### src/design/pusu_pkg.sv
package pusu_pkg;

    // Table geometry.
    localparam int CAPACITY = 64;
    localparam int ID_BITS  = 16;
    localparam int IDX_W    = $clog2(CAPACITY);
    localparam int CNT_W    = $clog2(CAPACITY + 1);

    // Field widths of the request and response transfers.
    localparam int OP_BITS    = 2;
    localparam int ID_FIELD_W = 16;
    localparam int SLOT_BITS  = 6;
    localparam int COUNT_BITS = 7;

    typedef logic [IDX_W-1:0]   idx_t;
    typedef logic [CNT_W-1:0]   cnt_t;
    typedef logic [ID_BITS-1:0] key_t;

    // Request kinds. The unused code behaves as a lookup.
    typedef enum logic [OP_BITS-1:0] {
        OP_LOOKUP = 2'd0,
        OP_INSERT = 2'd1,
        OP_REMOVE = 2'd2
    } op_t;

endpackage

### src/design/pusu_if.sv
interface pusu_req_if;
    import pusu_pkg::*;

    logic                  valid;
    logic                  ready;
    logic [OP_BITS-1:0]    op;
    logic [ID_FIELD_W-1:0] id;

    modport source (output valid, output op, output id, input ready);
    modport sink   (input valid, input op, input id, output ready);
endinterface

interface pusu_rsp_if;
    import pusu_pkg::*;

    logic                  valid;
    logic                  ready;
    logic                  found;
    logic [SLOT_BITS-1:0]  slot;
    logic [COUNT_BITS-1:0] count;
    logic                  full_res;

    modport source (output valid, output found, output slot, output count,
                     output full_res, input ready);
    modport sink   (input valid, input found, input slot, input count,
                     input full_res, output ready);
endinterface

### src/design/pusu_ram.sv
module pusu_ram #(
    parameter int WIDTH = 16,
    parameter int DEPTH = 64,
    localparam int AW   = $clog2(DEPTH)
) (
    input  logic             clk,
    input  logic             we,
    input  logic [AW-1:0]    waddr,
    input  logic [WIDTH-1:0] wdata,
    input  logic [AW-1:0]    raddr,
    output logic [WIDTH-1:0] rdata
);

    logic [WIDTH-1:0] mem [DEPTH];

    always_ff @(posedge clk)
    begin
        if (we)
        begin
            mem[waddr] <= wdata;
        end
        rdata <= mem[raddr];
    end

endmodule

### src/design/packed_unique_id_set_unit.sv
// Operation: a lookup or insert scans the table slot by slot, at most the held count of
// slots, and then loads the response register. A remove also moves every slot after the
// hit down by one to close the gap.
// Throughput: one request at a time; the next transfer is taken in the cycle after the
// response register loads, so a new request can start while a response waits.
// Reset: asynchronous, active low; count and control clear, table contents are left as is.
module packed_unique_id_set_unit (
    input  logic        clk,
    input  logic        rst_n,
    pusu_req_if.sink    req,
    pusu_rsp_if.source  rsp
);
    import pusu_pkg::*;

    // The sequencer walks the table one slot per cycle through the RAM read port.
    // ST_SCAN searches slots 0..held-1 through the registered read port: the address
    // of slot i goes out while the data of slot i-1 is compared against the key.
    // ST_SHIFT closes the gap after a remove by reading slot i and writing it
    // back to slot i-1, again overlapped so that one slot moves per cycle.
    // ST_DONE waits for the response register to be free and then loads it.
    typedef enum logic [1:0] {
        ST_IDLE,
        ST_SCAN,
        ST_SHIFT,
        ST_DONE
    } state_t;

    state_t                state_reg,     state_next;
    logic [OP_BITS-1:0]    op_reg,        op_next;
    key_t                  key_reg,       key_next;
    cnt_t                  held_reg,      held_next;
    cnt_t                  idx_reg,       idx_next;
    logic                  pend_reg,      pend_next;
    idx_t                  pend_idx_reg,  pend_idx_next;
    logic                  found_reg,     found_next;
    idx_t                  pos_reg,       pos_next;
    logic                  full_reg,      full_next;

    // Response register.
    logic                  out_valid_reg, out_valid_next;
    logic                  out_found_reg, out_found_next;
    logic [SLOT_BITS-1:0]  out_slot_reg,  out_slot_next;
    logic [COUNT_BITS-1:0] out_count_reg, out_count_next;
    logic                  out_full_reg,  out_full_next;

    // Table RAM ports.
    logic ram_we;
    idx_t ram_waddr;
    key_t ram_wdata;
    idx_t ram_raddr;
    key_t ram_rdata;

    idx_t last_idx;
    logic hit;
    logic miss;
    logic issue;

    pusu_ram #(
        .WIDTH (ID_BITS),
        .DEPTH (CAPACITY)
    ) u_table (
        .clk   (clk),
        .we    (ram_we),
        .waddr (ram_waddr),
        .wdata (ram_wdata),
        .raddr (ram_raddr),
        .rdata (ram_rdata)
    );

    assign last_idx = IDX_W'(held_reg - cnt_t'(1));

    // A match is only meaningful when a read was issued in the previous cycle.
    // With an empty table the scan ends at once without reading anything.
    assign hit   = pend_reg && (ram_rdata == key_reg);
    assign miss  = (held_reg == '0) || (pend_reg && !hit && (pend_idx_reg == last_idx));
    assign issue = (idx_reg < held_reg);

    assign req.ready    = (state_reg == ST_IDLE);
    assign rsp.valid    = out_valid_reg;
    assign rsp.found    = out_found_reg;
    assign rsp.slot     = out_slot_reg;
    assign rsp.count    = out_count_reg;
    assign rsp.full_res = out_full_reg;

    always_comb
    begin
        state_next     = state_reg;
        op_next        = op_reg;
        key_next       = key_reg;
        held_next      = held_reg;
        idx_next       = idx_reg;
        pend_next      = 1'b0;
        pend_idx_next  = pend_idx_reg;
        found_next     = found_reg;
        pos_next       = pos_reg;
        full_next      = full_reg;
        out_valid_next = out_valid_reg;
        out_found_next = out_found_reg;
        out_slot_next  = out_slot_reg;
        out_count_next = out_count_reg;
        out_full_next  = out_full_reg;

        ram_we    = 1'b0;
        ram_waddr = held_reg[IDX_W-1:0];
        ram_wdata = key_reg;
        ram_raddr = idx_reg[IDX_W-1:0];

        // The consumer took the waiting response.
        if (out_valid_reg && rsp.ready)
        begin
            out_valid_next = 1'b0;
        end

        case (state_reg)
            ST_IDLE:
            begin
                if (req.valid)
                begin
                    op_next    = req.op;
                    key_next   = ID_BITS'(req.id);
                    idx_next   = '0;
                    found_next = 1'b0;
                    pos_next   = '0;
                    full_next  = 1'b0;
                    state_next = ST_SCAN;
                end
            end

            ST_SCAN:
            begin
                if (hit)
                begin
                    found_next = 1'b1;
                    pos_next   = pend_idx_reg;
                    if (op_reg == OP_REMOVE)
                    begin
                        // Start moving entries from the slot after the hit.
                        idx_next   = cnt_t'(pend_idx_reg) + cnt_t'(1);
                        state_next = ST_SHIFT;
                    end
                    else
                    begin
                        state_next = ST_DONE;
                    end
                end
                else if (miss)
                begin
                    if (op_reg == OP_INSERT)
                    begin
                        if (held_reg < cnt_t'(CAPACITY))
                        begin
                            // Append at the first free slot.
                            ram_we    = 1'b1;
                            pos_next  = held_reg[IDX_W-1:0];
                            held_next = held_reg + cnt_t'(1);
                        end
                        else
                        begin
                            full_next = 1'b1;
                        end
                    end
                    state_next = ST_DONE;
                end
                else
                begin
                    pend_next     = 1'b1;
                    pend_idx_next = idx_reg[IDX_W-1:0];
                    if (idx_reg[IDX_W-1:0] != last_idx)
                    begin
                        idx_next = idx_reg + cnt_t'(1);
                    end
                end
            end

            ST_SHIFT:
            begin
                if (pend_reg)
                begin
                    ram_we    = 1'b1;
                    ram_waddr = pend_idx_reg - idx_t'(1);
                    ram_wdata = ram_rdata;
                end
                if (issue)
                begin
                    pend_next     = 1'b1;
                    pend_idx_next = idx_reg[IDX_W-1:0];
                    idx_next      = idx_reg + cnt_t'(1);
                end
                else if (!pend_reg)
                begin
                    held_next  = held_reg - cnt_t'(1);
                    state_next = ST_DONE;
                end
            end

            ST_DONE:
            begin
                if (!out_valid_reg || rsp.ready)
                begin
                    out_valid_next = 1'b1;
                    out_found_next = found_reg;
                    out_slot_next  = SLOT_BITS'(pos_reg);
                    out_count_next = COUNT_BITS'(held_reg);
                    out_full_next  = full_reg;
                    state_next     = ST_IDLE;
                end
            end

            default:
            begin
                state_next = ST_IDLE;
            end
        endcase
    end

    always_ff @(posedge clk or negedge rst_n)
    begin
        if (!rst_n)
        begin
            state_reg     <= ST_IDLE;
            held_reg      <= '0;
            pend_reg      <= 1'b0;
            out_valid_reg <= 1'b0;
        end
        else
        begin
            state_reg     <= state_next;
            held_reg      <= held_next;
            pend_reg      <= pend_next;
            out_valid_reg <= out_valid_next;
        end
    end

    always_ff @(posedge clk)
    begin
        op_reg        <= op_next;
        key_reg       <= key_next;
        idx_reg       <= idx_next;
        pend_idx_reg  <= pend_idx_next;
        found_reg     <= found_next;
        pos_reg       <= pos_next;
        full_reg      <= full_next;
        out_found_reg <= out_found_next;
        out_slot_reg  <= out_slot_next;
        out_count_reg <= out_count_next;
        out_full_reg  <= out_full_next;
    end

`ifndef SYNTHESIS
    // The held count never exceeds the table size.
    a_held_range: assert property (@(posedge clk) disable iff (!rst_n)
        held_reg <= cnt_t'(CAPACITY))
        else $error("held count exceeds capacity");

    // One request changes the held count by at most one.
    a_held_step: assert property (@(posedge clk) disable iff (!rst_n)
        (held_reg != $past(held_reg)) |->
            ((held_reg == $past(held_reg) + cnt_t'(1)) ||
             (held_reg + cnt_t'(1) == $past(held_reg))))
        else $error("held count moved by more than one");

    // A refused insert is only reported with a full table.
    a_full_count: assert property (@(posedge clk) disable iff (!rst_n)
        (rsp.valid && rsp.full_res) |-> (rsp.count == COUNT_BITS'(CAPACITY)))
        else $error("full flag with a table that is not full");

    // A held id is never refused as full.
    a_found_full: assert property (@(posedge clk) disable iff (!rst_n)
        rsp.valid |-> !(rsp.found && rsp.full_res))
        else $error("found and full reported together");
`endif

endmodule
### src/flat_wrapper.sv
// flat-port wrapper written by rule: the top's interface ports become plain ports
module packed_unique_id_set_unit_flat import pusu_pkg::*;
  (clk, rst_n, req_valid, req_op, req_id, req_ready, rsp_valid, rsp_found, rsp_slot, rsp_count, rsp_full_res, rsp_ready);
  pusu_req_if req_i ();
  pusu_rsp_if rsp_i ();
  input  logic clk;
  input  logic rst_n;
  input wire logic [$bits(req_i.valid)-1:0] req_valid;
  input wire logic [$bits(req_i.op)-1:0] req_op;
  input wire logic [$bits(req_i.id)-1:0] req_id;
  output wire logic [$bits(req_i.ready)-1:0] req_ready;
  output wire logic [$bits(rsp_i.valid)-1:0] rsp_valid;
  output wire logic [$bits(rsp_i.found)-1:0] rsp_found;
  output wire logic [$bits(rsp_i.slot)-1:0] rsp_slot;
  output wire logic [$bits(rsp_i.count)-1:0] rsp_count;
  output wire logic [$bits(rsp_i.full_res)-1:0] rsp_full_res;
  input wire logic [$bits(rsp_i.ready)-1:0] rsp_ready;
  assign req_i.valid = req_valid;
  assign req_i.op = req_op;
  assign req_i.id = req_id;
  assign req_ready = req_i.ready;
  assign rsp_valid = rsp_i.valid;
  assign rsp_found = rsp_i.found;
  assign rsp_slot = rsp_i.slot;
  assign rsp_count = rsp_i.count;
  assign rsp_full_res = rsp_i.full_res;
  assign rsp_i.ready = rsp_ready;
  packed_unique_id_set_unit u_core (.clk(clk), .rst_n(rst_n), .req(req_i), .rsp(rsp_i));
endmodule
### config.mk
export PLATFORM = sky130hd
export DESIGN_NAME = packed_unique_id_set_unit_flat
export DESIGN_NICKNAME = d
export VERILOG_FILES = /design/src/design/pusu_pkg.sv /design/src/design/pusu_if.sv /design/src/design/pusu_ram.sv /design/src/design/packed_unique_id_set_unit.sv /design/src/flat_wrapper.sv
export SDC_FILE = /design/constraint.sdc
export NUM_CORES = 1
export LEC_CHECK = 0
export ABC_AREA = 1
export BUFFER_PORTS_ARGS = -buffer_cell sky130_fd_sc_hd__buf_2
export CORE_MARGIN = 2
export CORE_UTILIZATION = 55
export CTS_CLUSTER_DIAMETER = 40
export DETAILED_ROUTE_END_ITERATION = 10
export HOLD_SLACK_MARGIN = 0.08
export PLACE_DENSITY = 0.71
export SETUP_SLACK_MARGIN = 0.1
export SYNTH_ARGS = -nofsm -noshare
export SYNTH_HDL_FRONTEND = slang
export SYNTH_SLANG_ARGS = --single-unit
### constraint.sdc
create_clock -name clk -period 5.74 [get_ports clk]
set_clock_uncertainty 0.15 [all_clocks]
set_input_delay 0.574 -clock clk [delete_from_list [all_inputs] [get_ports clk]]
set_output_delay 0.574 -clock clk [all_outputs]
set_load 0.01 [all_outputs]
# Yosys cells after proc, flatten, opt, wreduce, memory -nomap -nowiden
# Memories as Yosys holds them, arrays and structs flattened. A register that Yosys moved wholly into a read port is not among the register bits.
# Cells that the tools add are included.
totals:
  ram_bits: 1024
  latch_bits: 0
  reg_bits: 65
  mem_count: 1
  output_inout_bits: 17
  inputBits: 22
  mem_bits_ro: 0
  wordCells: 130
memory_table:
  columns: ["name", "depth", "word_bits", "read_ports", "rd_ports_with_merged_regs", "write_ports", "line", "rtl"]
  rows:
  - ["u_core.u_table.mem", 64, 16, 1, 1, 1, "pusu_ram.sv:14", "logic [WIDTH-1:0] mem [DEPTH];"]
classes:
  shifts: 0
  n_mul: 0
  n_div: 0
  add_sub_neg: 5
  eq_ne: 26
  n_reduce_logical: 22
  n_bitwise: 0
  n_mux: 59
  n_lt_le_gt_ge: 2
ops:
  columns: ["op", "count"]
  rows:
  - ["$mux W7", 12]
  - ["$mux W6", 10]
  - ["$mux W16", 2]
  - ["$pmux W6 S2", 2]
  - ["$pmux W7 S3", 1]
  - ["$mux W1", 20]
  - ["$eq A16 B16 Y1", 1]
  - ["$add A7 B1 Y7 const B", 2]
  - ["$pmux W7 S2", 1]
  - ["$mux W2", 6]
  - ["$ne A2 B1 Y1 const B", 6]
  - ["$ne A2 B2 Y1 const B", 6]
  - ["$ne A3 B1 Y1 const B", 4]
  - ["$reduce_and A6 Y1", 2]
  - ["$reduce_and A5 Y1", 2]
  - ["$pmux W1 S2", 4]
  - ["$pmux W2 S4", 1]
  - ["$add A6 B1 Y7 const B", 1]
  - ["$logic_not A7 Y1", 1]
  - ["$lt A7 B7 Y1", 1]
  - ["$lt A7 B7 Y1 const B", 1]
  - ["$reduce_and A7 Y1", 1]
  - ["$sub A7 B1 Y7 const B", 1]
  - ["$eq A2 B2 Y1 const B", 3]
  - ["15 further kinds", 23]

# Logic depth before layout (Yosys ltp)
logic_depth:
  word_depth: 11
  mapped_depth: 17
  mapped_depth_nobuf: 15

# By module
# From an unflattened synthesis, not the netlist that was laid out.
hier_totals:
  cells_unflattened: 3990
  hier_area_um2: 46173.0
modules_own_cells:
  columns: ["mod", "instances", "cells_per_inst", "area_each_um2", "seq_area_each_um2"]
  rows:
  - ["pusu_ram", 1, 3517, 42099.1, 31069.8]
  - ["packed_unique_id_set_unit", 1, 473, 4073.9, 1896.8]

# Worst setup path before layout
# No wires, ideal clock.
synth_path:
  path_type: "register -> register"
  startpoint: "register u_core.state_reg[0]"
  endpoint: "memory u_core.u_table.mem[0][0] (data pin)"
  n_path_buf: 3
  setup_ns: 0.702
  required_ns: 4.888
  stages_incl_launch_ff: 8
  arrival_ns: 3.811
  synth_period_minus_slack_ns: 4.663
  setup_slack_ns: 1.077
  cell_sequence: "dfrtp_1 -> inv_1 -> ha_1 -> buf_4 -> nand2_4 -> clkbuf_1 -> clkbuf_1 -> o21ai_0"
synth_between:
  elab_chain_cells: 2
synth_rtl:
  columns: ["item", "line", "rtl"]
  rows:
  - ["from (decl)", "packed_unique_id_set_unit.sv:28", "state_t state_reg, state_next;"]
  - ["from (signal assigned)", "packed_unique_id_set_unit.sv:227", "state_reg <= state_next;"]
  - ["$eq A2 B2 Y1", "packed_unique_id_set_unit.sv:114", "case (state_reg)"]
  - ["$mux W16", "packed_unique_id_set_unit.sv:114", null]
  - ["net u_core.ram_wdata[0]", "packed_unique_id_set_unit.sv:49", "key_t ram_wdata;"]
  - ["to (decl)", "pusu_ram.sv:14", null]
# The timed path passes the listed nets, and every way through them passes these cells.

# Final worst setup path
layout_path:
  startpoint: "register u_core.state_reg[0]"
  endpoint: "memory u_core.u_table.mem[40][2] (enable)"
layout_between:
  elab_chain_cells: 4
layout_rtl:
  columns: ["item", "line", "rtl"]
  rows:
  - ["$eq A2 B2 Y1 / $eq A2 B1 Y1 (equally long branches)", "packed_unique_id_set_unit.sv:114", null]
  - ["$pmux W1 S2", "packed_unique_id_set_unit.sv:114", null]
  - ["$mux W1", "pusu_ram.sv:18", "if (we)"]
  - ["$mux W1 (implied by the code)", "pusu_ram.sv:20", "mem[waddr] <= wdata;"]
# Parallel ways exist; a longest one is shown, timed or not.

==> impl_metrics.yaml <==
detailed_routing:
  drt-initial-drc-count: 4938
  via_per_inst: 6.29
  ant_nets: 0
  wl_um: 124000
  firstDrtPassIters: 6
  wl_per_cell_um: 25.7
  num_vias: 30413
  drc: 0
global_routing:
  grt_overflow: 0
  antenna_found_initial: 3
  grt_usage: 0.292
  grt_pass1_vias: 28257
  grt_first_pass_wirelength_um: 183000
  grt_max_degree: 210
clock_tree:
  cts_tree: "done"
  clkSinkCount: 1105
  cts_max_level: 4
  cts_buffers: 137
  ctsRootBufferMaster: "clkbuf_16"
  clockBufferDepth: 3
  worstSkewPairLatency_ps: 730
  path_clk_slew_ps: 60
setup_path:
  crit_type: "flop to flop"
  reg2reg_depth: 8
  reg2reg_to: "u_core.u_table.mem[40][2]"
  timing.rr.start: "u_core.state_reg[0]"
  critPathRequiredTime_ps: 5930
  worst-path-max-fanout: 36
  start_kind: "flop"
  cp-startpoint: "u_core.state_reg[0]"
  cp.arrival_ps: 4780
  r2r_setup_slack_ps: 1150
  end_kind: "flop"
  critical_path.endpoint: "u_core.u_table.mem[40][2]"
placed_design:
  placedInstanceArea_um2: 46200
  numPlacedInstances: 4564
  dp_hpwl_um: 70200
  numPortBuffers: 38
  routabilityCongestion: 0.947
finish:
  drive_above_1_share: 0.117
  largest_reg_flops: 1024
  finalInstanceArea_um2: 51200
  nFillCells: 5971
  layout.cells.non_filler: 4838
  mostFrequentLayoutCells: "1078 x edfxtp_1, 621 x o21ai_0, 616 x nor2_1"
  syn2layout_area_growth_pct: 13.5
  nNetsFinal: 3693
  num_antenna_cells: 0
  final_common_cell: "edfxtp_1"
power:
  sequentialPowerShare: 0.355
  combPwrFrac: 0.324
  p_clk_frac: 0.321
  p_int_mw: 17.2
  switching_share: 0.382
  power_density_nw_per_um2: 544
  p_leak_nw: 17.0
  switchingPower_mw: 10.7
  max-vdd-ir-drop_uv: 472
synth:
  syn_inst: 3646
  ys_types: 40
  ys_seq_elements: 1105
  synth_nets: 3684
  ys_warn_count: 0
  synth_seq_area_share: 0.730
  synth-async-reset-ratio: 0.00995
  synth_edf_count: 1078
  synth_area_per_cell_um2: 12.4
  synth_area_um2: 45200
  synthFlopType: "edfxtp_1"
floorplan:
  die-area_um2: 84400
  initial_core_util: 0.553
  num_rows: 105
  ios: 39
  core_um2: 81700
  die_y_um: 291
  chipWidth_um: 291
hold_path:
  hp-class: "flop to flop"
  min_from: "u_core.full_reg"
sta:
  rsz0062_at_grt: "no"
  worstMarginPinSlew_ps: 1290
  finalSetupViolations: 0
  layout_min_cycle_time_ps: 4590
  fmax_mhz: 218
  slew_viol_final: 0
  relSlewSlack: 0.136
  timing.final.crit_share: 0.800
  finalHoldViolCount: 0
  finalSetupTns_ps: 0
outcome:
  status: "finished clean"
flow_run:
  max-cap-violations: 0
worst max-delay path, cell delays in order (launching register included):
cell and delay, ps:
dfrtp_1 420, inv_1 120, ha_1 450, nand2_4 450, o21ai_1 560, inv_1 230, nor2_2 880, nand2_1 150
nor2_2 770
through the flow:
step / setup WS (ps) / utilization / hold slack, ps / power [mW]
detailed placement: 1260 / 0.566 / 255 / 18.7
floorplan: 1080 / - / 128 / 15.5
global route: 921 / 0.627 / 275 / 28.9
finish: 1150 / 0.627 / 266 / 27.9
global placement: 1360 / 0.566 / 251 / 18.6
CTS: 1270 / 0.627 / 230 / 27.6
area by class of cell:
type	count	area (um^2)	area share
clock buffer	154	3600	0.0702
clock inverter	98	1190	0.0232
timing repair buffer	111	881	0.0172
multi-input combinational	2207	10900	0.213
tap	1070	1340	0.0261
sequential	1105	33000	0.643
inverter	93	372	0.00725
repair_timing:
action,4_1_cts,5_1_grt
gates resized for setup,0,0
hold endpoints to repair,30,0
hold buffers,22,0
buffers inserted,0,0
synth_stat cells (6+ instances only):
master,count,area (um^2)
buf_6,12,135
dfrtp_1,11,275
clkbuf_1,137,514
nand3_1,60,300
nand4_1,6,37.5
o21ai_0,634,3170
xor2_1,15,131
o21ai_1,52,260
dfxtp_1,16,320
inv_2,10,37.5
nor3_4,7,114
buf_2,72,360
buf_1,10,37.5
ha_1,16,200
a21oi_1,58,290
buf_4,9,67.6
nand2_1,343,1290
o211ai_1,35,263
o22ai_1,260,1630
nor2_2,62,388
nor2_1,624,2340
edfxtp_1,1078,32400
inv_1,77,289
worst min path at each step:
stage / to / slack (ps) / cells after the start
floorplan: u_core.held_reg[0] / 130 / 0
global placement: u_core.rsp.full_res / 250 / 0
detailed placement: u_core.rsp.full_res / 250 / 0
CTS: u_core.state_reg[1] / 230 / 5
global route: u_core.rsp.slot[5] / 280 / 0
finish: u_core.rsp.full_res / 270 / 0
cell families (layout without fill, tap and decap cells):
| logic type | Yosys count | after routing | synth area share |
|---|---|---|---|
| and+or+nand+nor | 1123 | 1123 | 0.103 |
| DFF | 1105 | 1105 | 0.730 |
| AOI/OAI and AO/OA | 1048 | 1048 | 0.126 |
| buffers and inverters | 334 | 456 | 0.0327 |
| xor gates and xnor gates | 20 | 20 | 0.00388 |
| adders and majority gates | 16 | 16 | 0.00443 |
metal layers:
layer  part of all wire  routed length (um)  GRT usage
met4              0.045                5620      0.131
met3               0.11               14000     0.0564
met1               0.40               49500      0.432
met5            0.00010                  13          0
met2               0.44               55100      0.425
power groups by stage:
stage	clock, mW	sequential, mW	combinational, mW
final	8.95	9.89	9.03
after global routing	9.33	9.92	9.62
after CTS	9.00	9.88	8.75
after detailed placement	0	10.0	8.70
after global placement	0	10.0	8.58
after floorplan	0	10.0	5.50
Power figures use the tool's default switching activity.
